File: src/rtl/core/md5_pkg.sv
// Shared types, round constants and microcode for the MD5 engine.
package md5_pkg;

  localparam int unsigned PcWidth  = 4;
  localparam int unsigned BufWords = 16;

  localparam logic [31:0] InitA = 32'h67452301;
  localparam logic [31:0] InitB = 32'hefcdab89;
  localparam logic [31:0] InitC = 32'h98badcfe;
  localparam logic [31:0] InitD = 32'h10325476;
  localparam logic [7:0]  PadMark = 8'h80;

  // Datapath operation of one microcode step
  typedef enum logic [2:0] {
    OP_WAIT,
    OP_NOP,
    OP_PAD,
    OP_LOAD,
    OP_RND_A,
    OP_RND_B,
    OP_FOLD,
    OP_EMIT
  } op_e;

  // Jump condition of one microcode step
  typedef enum logic [3:0] {
    C_NEVER,
    C_ALWAYS,
    C_ACCEPT,
    C_FULL,
    C_NOT_LAST,
    C_PAD_END,
    C_ROUND_MORE,
    C_NOT_DONE,
    C_EMIT_END
  } cond_e;

  // Program addresses
  typedef enum logic [PcWidth-1:0] {
    PC_WAIT    = 4'd0,
    PC_DISP    = 4'd1,
    PC_TAIL    = 4'd2,
    PC_PAD     = 4'd3,
    PC_LOAD    = 4'd4,
    PC_RND_A   = 4'd5,
    PC_RND_B   = 4'd6,
    PC_FOLD    = 4'd7,
    PC_CHKLEN  = 4'd8,
    PC_EMIT    = 4'd9,
    PC_RESTART = 4'd10
  } pc_e;

  typedef struct packed {
    op_e   op;
    cond_e cond;
    logic  hold;    // stay on this step when the condition is false
    pc_e   target;
  } ucode_t;

  // Microcode ROM: taken jump goes to target, else hold or fall through
  function automatic ucode_t ucode_rom(input pc_e pc);
    ucode_t w;
    unique case (pc)
      PC_WAIT:    w = '{OP_WAIT,  C_ACCEPT,     1'b1, PC_DISP};
      PC_DISP:    w = '{OP_NOP,   C_FULL,       1'b0, PC_LOAD};
      PC_TAIL:    w = '{OP_NOP,   C_NOT_LAST,   1'b0, PC_WAIT};
      PC_PAD:     w = '{OP_PAD,   C_PAD_END,    1'b1, PC_LOAD};
      PC_LOAD:    w = '{OP_LOAD,  C_NEVER,      1'b0, PC_WAIT};
      PC_RND_A:   w = '{OP_RND_A, C_NEVER,      1'b0, PC_WAIT};
      PC_RND_B:   w = '{OP_RND_B, C_ROUND_MORE, 1'b0, PC_RND_A};
      PC_FOLD:    w = '{OP_FOLD,  C_NOT_LAST,   1'b0, PC_WAIT};
      PC_CHKLEN:  w = '{OP_NOP,   C_NOT_DONE,   1'b0, PC_PAD};
      PC_EMIT:    w = '{OP_EMIT,  C_EMIT_END,   1'b1, PC_RESTART};
      PC_RESTART: w = '{OP_NOP,   C_ALWAYS,     1'b0, PC_WAIT};
      default:    w = '{OP_NOP,   C_ALWAYS,     1'b0, PC_WAIT};
    endcase
    return w;
  endfunction

  // Additive constant of each round
  function automatic logic [31:0] round_k(input logic [5:0] i);
    logic [31:0] k;
    unique case (i)
      6'd0:  k = 32'hd76aa478;  6'd1:  k = 32'he8c7b756;
      6'd2:  k = 32'h242070db;  6'd3:  k = 32'hc1bdceee;
      6'd4:  k = 32'hf57c0faf;  6'd5:  k = 32'h4787c62a;
      6'd6:  k = 32'ha8304613;  6'd7:  k = 32'hfd469501;
      6'd8:  k = 32'h698098d8;  6'd9:  k = 32'h8b44f7af;
      6'd10: k = 32'hffff5bb1;  6'd11: k = 32'h895cd7be;
      6'd12: k = 32'h6b901122;  6'd13: k = 32'hfd987193;
      6'd14: k = 32'ha679438e;  6'd15: k = 32'h49b40821;
      6'd16: k = 32'hf61e2562;  6'd17: k = 32'hc040b340;
      6'd18: k = 32'h265e5a51;  6'd19: k = 32'he9b6c7aa;
      6'd20: k = 32'hd62f105d;  6'd21: k = 32'h02441453;
      6'd22: k = 32'hd8a1e681;  6'd23: k = 32'he7d3fbc8;
      6'd24: k = 32'h21e1cde6;  6'd25: k = 32'hc33707d6;
      6'd26: k = 32'hf4d50d87;  6'd27: k = 32'h455a14ed;
      6'd28: k = 32'ha9e3e905;  6'd29: k = 32'hfcefa3f8;
      6'd30: k = 32'h676f02d9;  6'd31: k = 32'h8d2a4c8a;
      6'd32: k = 32'hfffa3942;  6'd33: k = 32'h8771f681;
      6'd34: k = 32'h6d9d6122;  6'd35: k = 32'hfde5380c;
      6'd36: k = 32'ha4beea44;  6'd37: k = 32'h4bdecfa9;
      6'd38: k = 32'hf6bb4b60;  6'd39: k = 32'hbebfbc70;
      6'd40: k = 32'h289b7ec6;  6'd41: k = 32'heaa127fa;
      6'd42: k = 32'hd4ef3085;  6'd43: k = 32'h04881d05;
      6'd44: k = 32'hd9d4d039;  6'd45: k = 32'he6db99e5;
      6'd46: k = 32'h1fa27cf8;  6'd47: k = 32'hc4ac5665;
      6'd48: k = 32'hf4292244;  6'd49: k = 32'h432aff97;
      6'd50: k = 32'hab9423a7;  6'd51: k = 32'hfc93a039;
      6'd52: k = 32'h655b59c3;  6'd53: k = 32'h8f0ccc92;
      6'd54: k = 32'hffeff47d;  6'd55: k = 32'h85845dd1;
      6'd56: k = 32'h6fa87e4f;  6'd57: k = 32'hfe2ce6e0;
      6'd58: k = 32'ha3014314;  6'd59: k = 32'h4e0811a1;
      6'd60: k = 32'hf7537e82;  6'd61: k = 32'hbd3af235;
      6'd62: k = 32'h2ad7d2bb;  6'd63: k = 32'heb86d391;
      default: k = 32'h0;
    endcase
    return k;
  endfunction

  // Rotate amount, picked by round stage and low round bits
  function automatic logic [4:0] round_shift(input logic [5:0] i);
    logic [4:0] s;
    unique case ({i[5:4], i[1:0]})
      4'd0:  s = 5'd7;   4'd1:  s = 5'd12;  4'd2:  s = 5'd17;  4'd3:  s = 5'd22;
      4'd4:  s = 5'd5;   4'd5:  s = 5'd9;   4'd6:  s = 5'd14;  4'd7:  s = 5'd20;
      4'd8:  s = 5'd4;   4'd9:  s = 5'd11;  4'd10: s = 5'd16;  4'd11: s = 5'd23;
      4'd12: s = 5'd6;   4'd13: s = 5'd10;  4'd14: s = 5'd15;  4'd15: s = 5'd21;
      default: s = 5'd0;
    endcase
    return s;
  endfunction

  // Message word used by each round
  function automatic logic [3:0] round_word(input logic [5:0] i);
    logic [3:0] g;
    unique case (i[5:4])
      2'd0:    g = i[3:0];
      2'd1:    g = 4'(i[3:0] * 4'd5 + 4'd1);
      2'd2:    g = 4'(i[3:0] * 4'd3 + 4'd5);
      2'd3:    g = 4'(i[3:0] * 4'd7);
      default: g = i[3:0];
    endcase
    return g;
  endfunction

  // Nonlinear function of each stage
  function automatic logic [31:0] round_f(input logic [1:0] stage, input logic [31:0] b,
                                          input logic [31:0] c, input logic [31:0] d);
    logic [31:0] f;
    unique case (stage)
      2'd0:    f = (b & c) | (~b & d);
      2'd1:    f = (d & b) | (~d & c);
      2'd2:    f = b ^ c ^ d;
      2'd3:    f = c ^ (b | ~d);
      default: f = b ^ c ^ d;
    endcase
    return f;
  endfunction

endpackage

File: src/rtl/core/md5_ram.sv
// Generic single-write, single-read RAM with registered read data.
module md5_ram #(
  parameter int unsigned Width = 32,
  parameter int unsigned Depth = 16
) (
  input  logic                     clk_i,
  input  logic                     we_i,
  input  logic [$clog2(Depth)-1:0] waddr_i,
  input  logic [Width-1:0]         wdata_i,
  input  logic [$clog2(Depth)-1:0] raddr_i,
  output logic [Width-1:0]         rdata_o
);

  logic [Width-1:0] mem_q [Depth];

  // Write port
  always_ff @(posedge clk_i) begin
    if (we_i) begin
      mem_q[waddr_i] <= wdata_i;
    end
  end

  // Registered read port
  always_ff @(posedge clk_i) begin
    rdata_o <= mem_q[raddr_i];
  end

endmodule

File: src/rtl/core/md5_message_digest.sv
// MD5 engine top level: microcode sequencer, block buffer and round datapath.
//
// Message bytes enter one per input transaction; has_byte_i marks a real byte and
// is_last_i ends the message, so an empty message is a single transaction with
// only is_last_i set. A byte passes the wait, dispatch and tail check steps of the
// sequencer. The byte that completes a 64-byte block skips the tail check and runs
// a compression instead: one load step, then 64 rounds of two steps each (sum,
// then rotate and add) on one shared round unit, then a fold into the chaining
// words. The end of a message writes padding bytes up to the block end and runs
// one or two compressions, each followed by a length check; the digest then
// leaves as four output transactions, words A to D, each a 32-bit little-endian
// word, and a restart step readies the engine for the next message. Input is not
// taken while a block compresses, padding runs or the digest is being sent.
module md5_message_digest (
  input  logic        clk_i,
  input  logic        rst_ni,
  input  logic        in_valid_i,
  output logic        in_ready_o,
  input  logic [7:0]  data_byte_i,
  input  logic        has_byte_i,
  input  logic        is_last_i,
  output logic        out_valid_o,
  input  logic        out_ready_i,
  output logic [31:0] digest_word_o,
  output logic [1:0]  word_index_o,
  output logic        last_word_o
);
  import md5_pkg::*;

  // Sequencer state
  pc_e         pc_q, pc_d;
  ucode_t      uw;
  logic        cond_true;

  // Control registers
  logic [60:0] count_q, count_d;
  logic [5:0]  pos_q, pos_d;
  logic [5:0]  rnd_q, rnd_d;
  logic [1:0]  widx_q, widx_d;
  logic        full_q, full_d;
  logic        last_q, last_d;
  logic        mark_q, mark_d;
  logic        len_ok_q, len_ok_d;
  logic        done_q, done_d;

  // Payload registers
  logic [31:0] chain_q [4];
  logic [31:0] chain_d [4];
  logic [31:0] a_q, b_q, c_q, d_q;
  logic [31:0] a_d, b_d, c_d, d_d;
  logic [31:0] sum_q, sum_d;
  logic [23:0] asm_q, asm_d;

  // Datapath signals
  logic        in_acc, out_acc;
  logic        byte_we;
  logic [7:0]  byte_w;
  logic [63:0] bits_w;
  logic [7:0]  len_byte;
  logic        ram_we;
  logic [3:0]  ram_raddr;
  logic [31:0] ram_rdata;
  logic [63:0] rot_w;

  assign uw      = ucode_rom(pc_q);
  assign in_acc  = in_valid_i && in_ready_o;
  assign out_acc = out_valid_o && out_ready_i;

  // Handshake and result outputs
  always_comb begin
    in_ready_o    = (uw.op == OP_WAIT);
    out_valid_o   = (uw.op == OP_EMIT);
    digest_word_o = chain_q[widx_q];
    word_index_o  = widx_q;
    last_word_o   = (widx_q == 2'd3);
  end

  // Jump condition select
  always_comb begin
    unique case (uw.cond)
      C_NEVER:      cond_true = 1'b0;
      C_ALWAYS:     cond_true = 1'b1;
      C_ACCEPT:     cond_true = in_acc;
      C_FULL:       cond_true = full_q;
      C_NOT_LAST:   cond_true = !last_q;
      C_PAD_END:    cond_true = (pos_q == 6'd63);
      C_ROUND_MORE: cond_true = (rnd_q != 6'd63);
      C_NOT_DONE:   cond_true = !done_q;
      C_EMIT_END:   cond_true = out_acc && (widx_q == 2'd3);
      default:      cond_true = 1'b0;
    endcase
  end

  // Next step
  always_comb begin
    if (cond_true) begin
      pc_d = uw.target;
    end else if (uw.hold) begin
      pc_d = pc_q;
    end else begin
      pc_d = pc_e'(pc_q + 4'd1);
    end
  end

  // Byte path into the block buffer: message byte, pad mark, zero or length
  assign bits_w   = {count_q, 3'b000};
  assign len_byte = bits_w[{pos_q[2:0], 3'b000} +: 8];

  always_comb begin
    byte_we = 1'b0;
    byte_w  = data_byte_i;
    if (uw.op == OP_WAIT) begin
      byte_we = in_acc && has_byte_i;
    end else if (uw.op == OP_PAD) begin
      byte_we = 1'b1;
      if (!mark_q) begin
        byte_w = PadMark;
      end else if (len_ok_q && (pos_q[5:3] == 3'b111)) begin
        byte_w = len_byte;
      end else begin
        byte_w = 8'h00;
      end
    end
  end

  assign ram_we    = byte_we && (pos_q[1:0] == 2'b11);
  assign ram_raddr = round_word(rnd_d);
  assign rot_w     = {sum_q, sum_q} << round_shift(rnd_q);

  md5_ram #(
    .Width(32),
    .Depth(BufWords)
  ) u_buf (
    .clk_i  (clk_i),
    .we_i   (ram_we),
    .waddr_i(pos_q[5:2]),
    .wdata_i({byte_w, asm_q}),
    .raddr_i(ram_raddr),
    .rdata_o(ram_rdata)
  );

  // Control word decode into register updates
  always_comb begin
    count_d  = count_q;
    pos_d    = pos_q;
    rnd_d    = rnd_q;
    widx_d   = widx_q;
    full_d   = full_q;
    last_d   = last_q;
    mark_d   = mark_q;
    len_ok_d = len_ok_q;
    done_d   = done_q;
    chain_d  = chain_q;
    a_d      = a_q;
    b_d      = b_q;
    c_d      = c_q;
    d_d      = d_q;
    sum_d    = sum_q;
    asm_d    = asm_q;

    if (byte_we) begin
      pos_d = pos_q + 6'd1;
      asm_d = {byte_w, asm_q[23:8]};
    end

    unique case (uw.op)
      OP_WAIT: begin
        if (in_acc) begin
          last_d = is_last_i;
          if (has_byte_i) begin
            count_d = count_q + 61'd1;
            full_d  = (pos_q == 6'd63);
          end
        end
      end
      OP_PAD: begin
        if (!mark_q) begin
          mark_d   = 1'b1;
          len_ok_d = (pos_q[5:3] != 3'b111);
        end
      end
      OP_LOAD: begin
        full_d = 1'b0;
        rnd_d  = '0;
        a_d    = chain_q[0];
        b_d    = chain_q[1];
        c_d    = chain_q[2];
        d_d    = chain_q[3];
      end
      OP_RND_A: begin
        sum_d = a_q + round_f(rnd_q[5:4], b_q, c_q, d_q) + round_k(rnd_q) + ram_rdata;
      end
      OP_RND_B: begin
        rnd_d = rnd_q + 6'd1;
        a_d   = d_q;
        d_d   = c_q;
        c_d   = b_q;
        b_d   = b_q + rot_w[63:32];
      end
      OP_FOLD: begin
        chain_d[0] = chain_q[0] + a_q;
        chain_d[1] = chain_q[1] + b_q;
        chain_d[2] = chain_q[2] + c_q;
        chain_d[3] = chain_q[3] + d_q;
        if (last_q) begin
          done_d   = len_ok_q;
          len_ok_d = 1'b1;
        end
      end
      OP_EMIT: begin
        if (out_acc) begin
          widx_d = widx_q + 2'd1;
        end
      end
      OP_NOP: begin
        // restart step clears the message context
        if (pc_q == PC_RESTART) begin
          chain_d[0] = InitA;
          chain_d[1] = InitB;
          chain_d[2] = InitC;
          chain_d[3] = InitD;
          count_d    = '0;
          pos_d      = '0;
          last_d     = 1'b0;
          mark_d     = 1'b0;
          len_ok_d   = 1'b0;
          done_d     = 1'b0;
        end
      end
      default: begin
      end
    endcase
  end

  // Control and chaining registers
  always_ff @(posedge clk_i or negedge rst_ni) begin
    if (!rst_ni) begin
      pc_q       <= PC_WAIT;
      count_q    <= '0;
      pos_q      <= '0;
      rnd_q      <= '0;
      widx_q     <= '0;
      full_q     <= 1'b0;
      last_q     <= 1'b0;
      mark_q     <= 1'b0;
      len_ok_q   <= 1'b0;
      done_q     <= 1'b0;
      chain_q[0] <= InitA;
      chain_q[1] <= InitB;
      chain_q[2] <= InitC;
      chain_q[3] <= InitD;
    end else begin
      pc_q     <= pc_d;
      count_q  <= count_d;
      pos_q    <= pos_d;
      rnd_q    <= rnd_d;
      widx_q   <= widx_d;
      full_q   <= full_d;
      last_q   <= last_d;
      mark_q   <= mark_d;
      len_ok_q <= len_ok_d;
      done_q   <= done_d;
      chain_q  <= chain_d;
    end
  end

  // Working registers of the round unit and the byte assembler
  always_ff @(posedge clk_i) begin
    a_q   <= a_d;
    b_q   <= b_d;
    c_q   <= c_d;
    d_q   <= d_d;
    sum_q <= sum_d;
    asm_q <= asm_d;
  end

`ifndef SYNTH
  // Input and output are never offered in the same cycle
  assert property (@(posedge clk_i) disable iff (!rst_ni) !(in_ready_o && out_valid_o))
    else $error("input ready while digest is offered");

  // Every accepted transaction is dispatched next
  assert property (@(posedge clk_i) disable iff (!rst_ni) in_acc |=> (pc_q == PC_DISP))
    else $error("accepted transaction not dispatched");

  // Compression always starts at round zero
  assert property (@(posedge clk_i) disable iff (!rst_ni)
    (uw.op == OP_LOAD) |=> (rnd_q == 6'd0) && (pc_q == PC_RND_A))
    else $error("compression did not start at round zero");

  // Final digest word leads to restart with index back at A
  assert property (@(posedge clk_i) disable iff (!rst_ni)
    (out_acc && last_word_o) |=> (pc_q == PC_RESTART) && (widx_q == 2'd0))
    else $error("no restart after final digest word");

  // Padding never runs without an ended message
  assert property (@(posedge clk_i) disable iff (!rst_ni) (uw.op == OP_PAD) |-> last_q)
    else $error("padding without final transaction");
`endif

endmodule

File: config.mk
export PLATFORM = sky130hd
export DESIGN_NAME = md5_message_digest
export DESIGN_NICKNAME = d
export VERILOG_FILES = /design/src/rtl/core/md5_pkg.sv /design/src/rtl/core/md5_ram.sv /design/src/rtl/core/md5_message_digest.sv
export SDC_FILE = /design/constraint.sdc
export NUM_CORES = 2
export LEC_CHECK = 0
export BUFFER_PORTS_ARGS = -buffer_cell sky130_fd_sc_hd__clkbuf_2
export CORE_ASPECT_RATIO = 1.25
export CORE_UTILIZATION = 60
export DETAILED_ROUTE_END_ITERATION = 8
export GPL_TIMING_DRIVEN = 0
export PLACE_DENSITY = 0.75
export SETUP_SLACK_MARGIN = 0.1
export SKIP_LAST_GASP = 1
export SLEW_MARGIN = 5
export SYNTH_ARGS = -nofsm -noshare
export SYNTH_HDL_FRONTEND = slang
export SYNTH_SLANG_ARGS = --single-unit
File: constraint.sdc
create_clock -name clk_i -period 10 [get_ports clk_i]
set_clock_uncertainty 0.2 [all_clocks]
set_input_delay 0.5 -clock clk_i [delete_from_list [all_inputs] [get_ports clk_i]]
set_output_delay 0.5 -clock clk_i [all_outputs]
set_load 0.01 [all_outputs]
# Word-level counts from Yosys, hierarchy flattened
# Memory sizes are Yosys's and may differ from the RTL's. A register that Yosys moved wholly into a read port is not among the register bits.
# Cells that the tools add are included.
[totals]
register_bits = 396
latchBits = 0
mem_bits_rw = 512
romBits = 2320
inputBits = 14
out_inout_bits = 37
wordCells = 161
n_memories = 4
[mem_list]
columns = ["name", "depth", "width", "read_ports", "rd_clocked_by_memory_dff", "write_ports", "line_no", "text"]
rows = [
  ["(no name shown)", 64, 32, 1, 0, 0, "md5_pkg.sv:83", "unique case (i)"],
  ["u_buf.mem_q", 16, 32, 1, 1, 1, "md5_ram.sv:14", "logic [Width-1:0] mem_q [Depth];"],
  ["(no name shown)", 16, 12, 1, 0, 0, "md5_pkg.sv:63", "unique case (pc)"],
  ["(no name shown)", 16, 5, 1, 0, 0, "md5_pkg.sv:124", "unique case ({i[5:4], i[1:0]})"],
]
[classes]
addsub = 15
n_mul = 3
n_div = 0
magnitude_cmp = 1
eq_ne = 34
n_shift = 2
n_mux = 44
n_bitwise = 13
n_reduce_logical = 25
[op_table]
columns = ["operator", "n"]
rows = [
  ["$add A32 B32 Y32", 8],
  ["$pmux W128 S2", 1],
  ["$pmux W32 S2", 4],
  ["$mux W61", 3],
  ["$and A32 B32 Y32", 4],
  ["$mux W128", 1],
  ["$mux W32", 4],
  ["$pmux W32 S4", 1],
  ["$pmux W61 S2", 1],
  ["$or A32 B32 Y32", 3],
  ["$xor A32 B32 Y32", 3],
  ["$bmux W32 S2", 1],
  ["$not A32 Y32", 2],
  ["$shiftx A64 B7 Y8", 1],
  ["$shl A64 B5 Y64", 1],
  ["$add A61 B1 Y61 const B", 1],
  ["$mux W8", 4],
  ["$mux W6", 3],
  ["$eq A4 B3 Y1 const B", 4],
  ["$pmux W4 S4", 1],
  ["$eq A3 B3 Y1 const B", 5],
  ["$add A6 B1 Y6 const B", 2],
  ["$eq A2 B2 Y1 const B", 6],
  ["$pmux W6 S2", 1],
  ["32 further kinds", 72],
]

# Depth between registers and ports, before layout
[depth]
ltp_word = 8
mapped_depth = 25
depth_no_buf = 22

# By module
# A second synthesis with hierarchy kept.
[hier_totals]
hier_cells = 4960
area_unflattened_um2 = 55144.1
[modules_own_cells]
columns = ["module", "n_inst", "cells_each", "area_each_um2", "seq_area_each_um2"]
rows = [
  ["md5_message_digest", 1, 4122, 35290.1, 10910.5],
  ["md5_ram", 1, 838, 19854.0, 16015.4],
]

# Least setup slack after synthesis
# OpenSTA, ideal clock, no wires.
[synth_timing]
path_kind = "register -> register"
from = "register pc_q[0]"
to = "register sum_q[0], enable pin"
setup_ps = 595
arrival_ps = 6684
required_time_ps = 9205
slack_ps = 2521
path_stages_with_launch = 7
cell_sequence = "dfrtp_1 clkbuf_1 inv_1 ha_1 buf_6 or3_4 a2111oi_0"
[synth_between]
elab_chain_len = 2
[synth_lines]
columns = ["item", "line_no", "text"]
rows = [
  ["start, declared", "md5_message_digest.sv:31", "pc_e pc_q, pc_d;"],
  ["start signal, assigned", "md5_message_digest.sv:253", "pc_q <= pc_d;"],
  ["$mem_v2 Z16 W12", "--", ""],
  ["$eq A3 B3 Y1", "md5_message_digest.sv:166", "unique case (uw.op)"],
  ["end signal, assigned", "md5_message_digest.sv:273", "sum_q <= sum_d;"],
  ["end, declared", "md5_message_digest.sv:51", "logic [31:0] sum_q, sum_d;"],
]
# No other way between the ends.
# A chain may end at the register's enable or synchronous reset.

# Worst setup path after layout
[layout_timing]
from = "register rnd_q[0]"
to = "register sum_q[31] (data pin)"
[layout_between]
elab_chain_len = 4
[layout_lines]
columns = ["item", "line_no", "text"]
rows = [
  ["start, declared", "md5_message_digest.sv:38", "logic [5:0] rnd_q, rnd_d;"],
  ["start signal, assigned", "md5_message_digest.sv:256", "rnd_q <= rnd_d;"],
  ["$mem_v2 Z64 W32", "--", ""],
  ["$mux W32", "md5_message_digest.sv:166", ""],
  ["$add A32 B32 Y32 (2 in series)", "md5_message_digest.sv:191", "sum_d = a_q + round_f(rnd_q[5:4], b_q, c_q, d_q) + round_k(rnd_q) + ram_rdata;"],
]
# No other way between the ends. The select of a mux whose other input is x is not followed.

==> metrics.txt <==
# TYPE chip_impl_metric gauge
chip_impl_info{name="status",value="finished, final reports clean"} 1
chip_impl_metric{name="syn_area_per_cell",unit="um^2"} 11.2
chip_impl_metric{name="core_area",unit="um^2"} 92900
chip_impl_metric{name="place_congestion",unit=""} 1.07
chip_impl_metric{name="maxSlewViolCount",unit=""} 0
chip_impl_metric{name="setup_viol",unit=""} 0
chip_impl_metric{name="dpl_worst_slack",unit="ps"} 944
chip_impl_metric{name="io_buffer_count",unit=""} 50
chip_impl_metric{name="vias",unit=""} 46600
chip_impl_info{name="layout.cells.most_common_list",value="edfxtp_1 (696), nand2_1 (640), o21ai_0 (335)"} 1
chip_impl_metric{name="dr.first_iter.drc_count",unit=""} 5715
chip_impl_info{name="tritoncts",value="yes"} 1
chip_impl_metric{name="die-width",unit="um"} 276
chip_impl_metric{name="yosys_register_bits",unit=""} 940
chip_impl_metric{name="critPathMaxFanout",unit=""} 13
chip_impl_metric{name="synth_enable_flop_cells",unit=""} 696
chip_impl_metric{name="ir_worst_vdd",unit="uV"} 251
chip_impl_metric{name="first_global_vias",unit=""} 45400
chip_impl_metric{name="critical_path_arrival",unit="ps"} 9590
chip_impl_info{name="timing.critical_path.from_type",value="register"} 1
chip_impl_metric{name="timing.max_slew.rel_slack",unit="%"} 6.18
chip_impl_metric{name="detail-route-antenna-nets",unit=""} 0
chip_impl_metric{name="cts.htree.levels",unit=""} 3
chip_impl_metric{name="starting_density_of_the_core",unit="%"} 60.5
chip_impl_metric{name="cellLeakagePower",unit="nW"} 23.1
chip_impl_metric{name="synthCells",unit=""} 5033
chip_impl_metric{name="detailedRoute.firstPassIterationCount",unit=""} 8
chip_impl_metric{name="synth_top_area_share",unit="%"} 37.2
chip_impl_metric{name="drc_errors_left",unit=""} 0
chip_impl_metric{name="clk_transition_reported_paths",unit="ps"} 60
chip_impl_metric{name="synth-async-reset-ratio",unit="%"} 22.6
chip_impl_metric{name="place_hpwl",unit="um"} 157000
chip_impl_metric{name="detail_route.vias_per_cell",unit=""} 7.15
chip_impl_info{name="setup_repair_after_global_routing_missed_its_margin",value="no"} 1
chip_impl_info{name="synth.largest_area_cell",value="edfxtp_1"} 1
chip_impl_metric{name="row_count",unit=""} 125
chip_impl_metric{name="cts_repair_resize_count",unit=""} 0
chip_impl_metric{name="crit_required",unit="ps"} 10280
chip_impl_metric{name="cts_num_sinks",unit=""} 940
chip_impl_metric{name="yosysUniqueCellTypes",unit=""} 93
chip_impl_metric{name="max_cap_viol_count",unit=""} 0
chip_impl_metric{name="io_pins",unit=""} 51
chip_impl_metric{name="ys.warnings.count",unit=""} 0
chip_impl_metric{name="totalNegativeSetupSlack",unit="ps"} 0
chip_impl_metric{name="final_layout_size_suffix_gt1_share",unit="%"} 11.8
chip_impl_metric{name="overflow",unit=""} 0
chip_impl_metric{name="worst_slew_pin_slew",unit="ps"} 1410
chip_impl_metric{name="syn-num-nets",unit=""} 5363
chip_impl_metric{name="post_route_worst_setup_slack",unit="ps"} 693
chip_impl_metric{name="number_of_antenna_violations_at_the_first_check_in_global_routing",unit=""} 13
chip_impl_metric{name="wire_per_inst",unit="um"} 34.1
chip_impl_metric{name="drt-total-wl",unit="um"} 222000
chip_impl_metric{name="synth_area",unit="um^2"} 56200
chip_impl_metric{name="finalHoldViolCount",unit=""} 0
chip_impl_metric{name="die_y",unit="um"} 344
chip_impl_metric{name="multi_input_comb_area",unit="um^2"} 27500
chip_impl_metric{name="fmax",unit="GHz"} 0.107
chip_impl_info{name="clockRootBuffer",value="clkbuf_16"} 1
chip_impl_metric{name="design.die.area",unit="um^2"} 94900
chip_impl_metric{name="holdWs",unit="ps"} 24.7
chip_impl_metric{name="final-seq-area",unit="um^2"} 26900
chip_impl_metric{name="area_overhead_of_the_layout_relative_to_synthesis",unit="%"} 10.0
chip_impl_metric{name="final_net_count",unit=""} 5554
chip_impl_metric{name="grt_max_degree",unit=""} 101
chip_impl_info{name="synth-main-ff-cell",value="edfxtp_1"} 1
chip_impl_metric{name="yosysSeqAreaShare",unit="%"} 47.9
chip_impl_metric{name="clk-insertion-delay-late",unit="ps"} 720
chip_impl_metric{name="grt_pass1_wl",unit="um"} 314000
chip_impl_info{name="layout_commonest_cell",value="edfxtp_1"} 1
chip_impl_metric{name="cellPowerDensity",unit="nW/um^2"} 127
chip_impl_info{name="synth_top_cells_by_area",value="edfxtp_1 (37%), mux4_2 (7.3%), dfrtp_1 (6.6%), ha_1 (5.5%), nand2_1 (4.3%)"} 1
chip_impl_metric{name="filler_cell_count",unit=""} 6819
chip_impl_info{name="endpoint_kind",value="register"} 1
chip_impl_info{name="hp-class",value="in -> reg"} 1
chip_impl_info{name="class_of_the_most_critical_setup_path",value="reg -> reg"} 1
chip_impl_metric{name="cts_made_buffers",unit=""} 92
chip_impl_metric{name="globalRouteTotalUtil",unit="%"} 46.8
chip_impl_metric{name="period_minus_slack",unit="ps"} 9310
chip_impl_metric{name="max-clock-path-buffers",unit=""} 3
chip_impl_metric{name="final.period_utilization",unit="%"} 93.1
cell type report:
cell class / count / share of cell area, %
multi-input cells: 3618 / 44.5
flip-flops and latches: 940 / 43.6
plain buffers: 262 / 1.71
clock inverters: 57 / 1.04
repair buffers: 97 / 1.41
well taps: 1206 / 2.44
clock buffers: 115 / 4.00
diodes: 5 / 0.0202
inverters: 213 / 1.30
cells by family (layout without fill, tap and decap cells):
logic type / Yosys count / in the layout / synth area share (%)
other: 0 / 5 / 0
and+or+nand+nor: 1483 / 1483 / 12.1
DFF: 940 / 940 / 47.9
AOI/OAI and AO/OA: 1143 / 1143 / 13.0
buffers and inverters: 475 / 744 / 3.30
adders and majority gates: 316 / 316 / 7.96
muxes: 455 / 455 / 12.2
xor gates and xnor gates: 221 / 221 / 3.46
flip-flops by register name, summed over array words and instances, names as in the netlist, 2 cells and up:
name,count
c_q,32
b_q,32
pos_q,6
a_q,32
count_q,61
u_buf.rdata_o,32
d_q,32
chain_q,128
asm_q,24
word_index_o,2
sum_q,32
u_buf.mem_q,512
rnd_q,6
pc_q,4
Yosys cell counts, types with 24 or more instances:
library cell	number
dfstp_2	64
or3_1	29
o211ai_1	27
nor3_1	100
a21oi_1	280
o2111ai_1	39
nand2_1	640
nand2b_1	58
a31oi_1	32
o31ai_1	38
nand3_1	177
a221o_1	33
o21bai_1	24
nand4_1	29
mux2i_1	239
mux2_2	35
nor2_1	274
nor2b_1	34
clkbuf_1	163
o21ai_0	342
ha_1	247
buf_2	43
o21a_1	35
edfxtp_1	696
xor2_1	96
buf_1	52
a211oi_1	41
and3_1	41
inv_1	208
dfrtp_1	148
a21o_1	84
fa_1	69
xnor2_1	124
mux4_2	181
and2_1	28
dfxtp_1	32
worst max-delay path: stages (launching register included):
cell,delay (ps)
dfrtp_1,470
buf_2,260
clkinv_1,580
ha_1,550
buf_2,240
clkbuf_1,700
nand2_1,540
a311oi_1,670
a311oi_1,100
a221o_1,430
fa_1,550
fa_1,410
ha_1,230
fa_1,460
a21o_1,210
a21oi_1,290
o21a_1,170
o31ai_1,140
a2111oi_0,630
nor3_1,190
or4_1,580
and3_1,170
a211oi_1,260
repair_timing:
action / 4_1_cts / 5_1_grt
buffers inserted: 0 / 0
endpoints found under the hold margin: 54 / 0
hold buffers: 3 / 0
per-stage QoR:
stage | cells | instance area [um^2] | power [mW] | utilization (%)
final | 6513 | 61800 | 7.86 | 66.5
after global routing | 6511 | 61800 | 7.96 | 66.5
after CTS | 6508 | 61800 | 7.84 | 66.5
after detailed placement | 6333 | 58700 | 4.25 | 63.1
after global placement | 6289 | 57900 | 4.25 | 62.4
after floorplan | 5033 | 56200 | 4.23 | -
path summary, 6_finish.rpt:
| check | start | endpoint | slack, ps | cells past startpoint |
|---|---|---|---|---|
| min reg2reg | done_q | done_q | 310 | 2 |
| max | rnd_q[0] | sum_q[31] | 690 | 22 |
| min in group asynchronous | rst_ni | chain_q[48] | 160 | 2 |
| max in group asynchronous | rst_ni | count_q[24] | 8460 | 3 |
| min | has_byte_i | count_q[0] | 20 | 3 |
| max reg2reg | rnd_q[0] | sum_q[31] | 690 | 22 |
report_power, final:
part           internal, mW  switching [mW]  total, mW
Clock                  1.99            1.70       3.69
Sequential             4.14               0       4.14
Combinational       0.00532          0.0214     0.0267
Total                  6.14            1.72       7.86
per-layer routing:
layer	routed length, um	share of wire [%]	GRT usage (%)	up-vias
li1	-	-	-	19200
met1	72200	33	52.0	22600
met2	103000	46	74.8	3608
met3	23400	11	12.0	1127
met4	23600	11	41.1	12
met5	124	0.056	0	-
No activity file was read; power rests on OpenSTA's default activity.
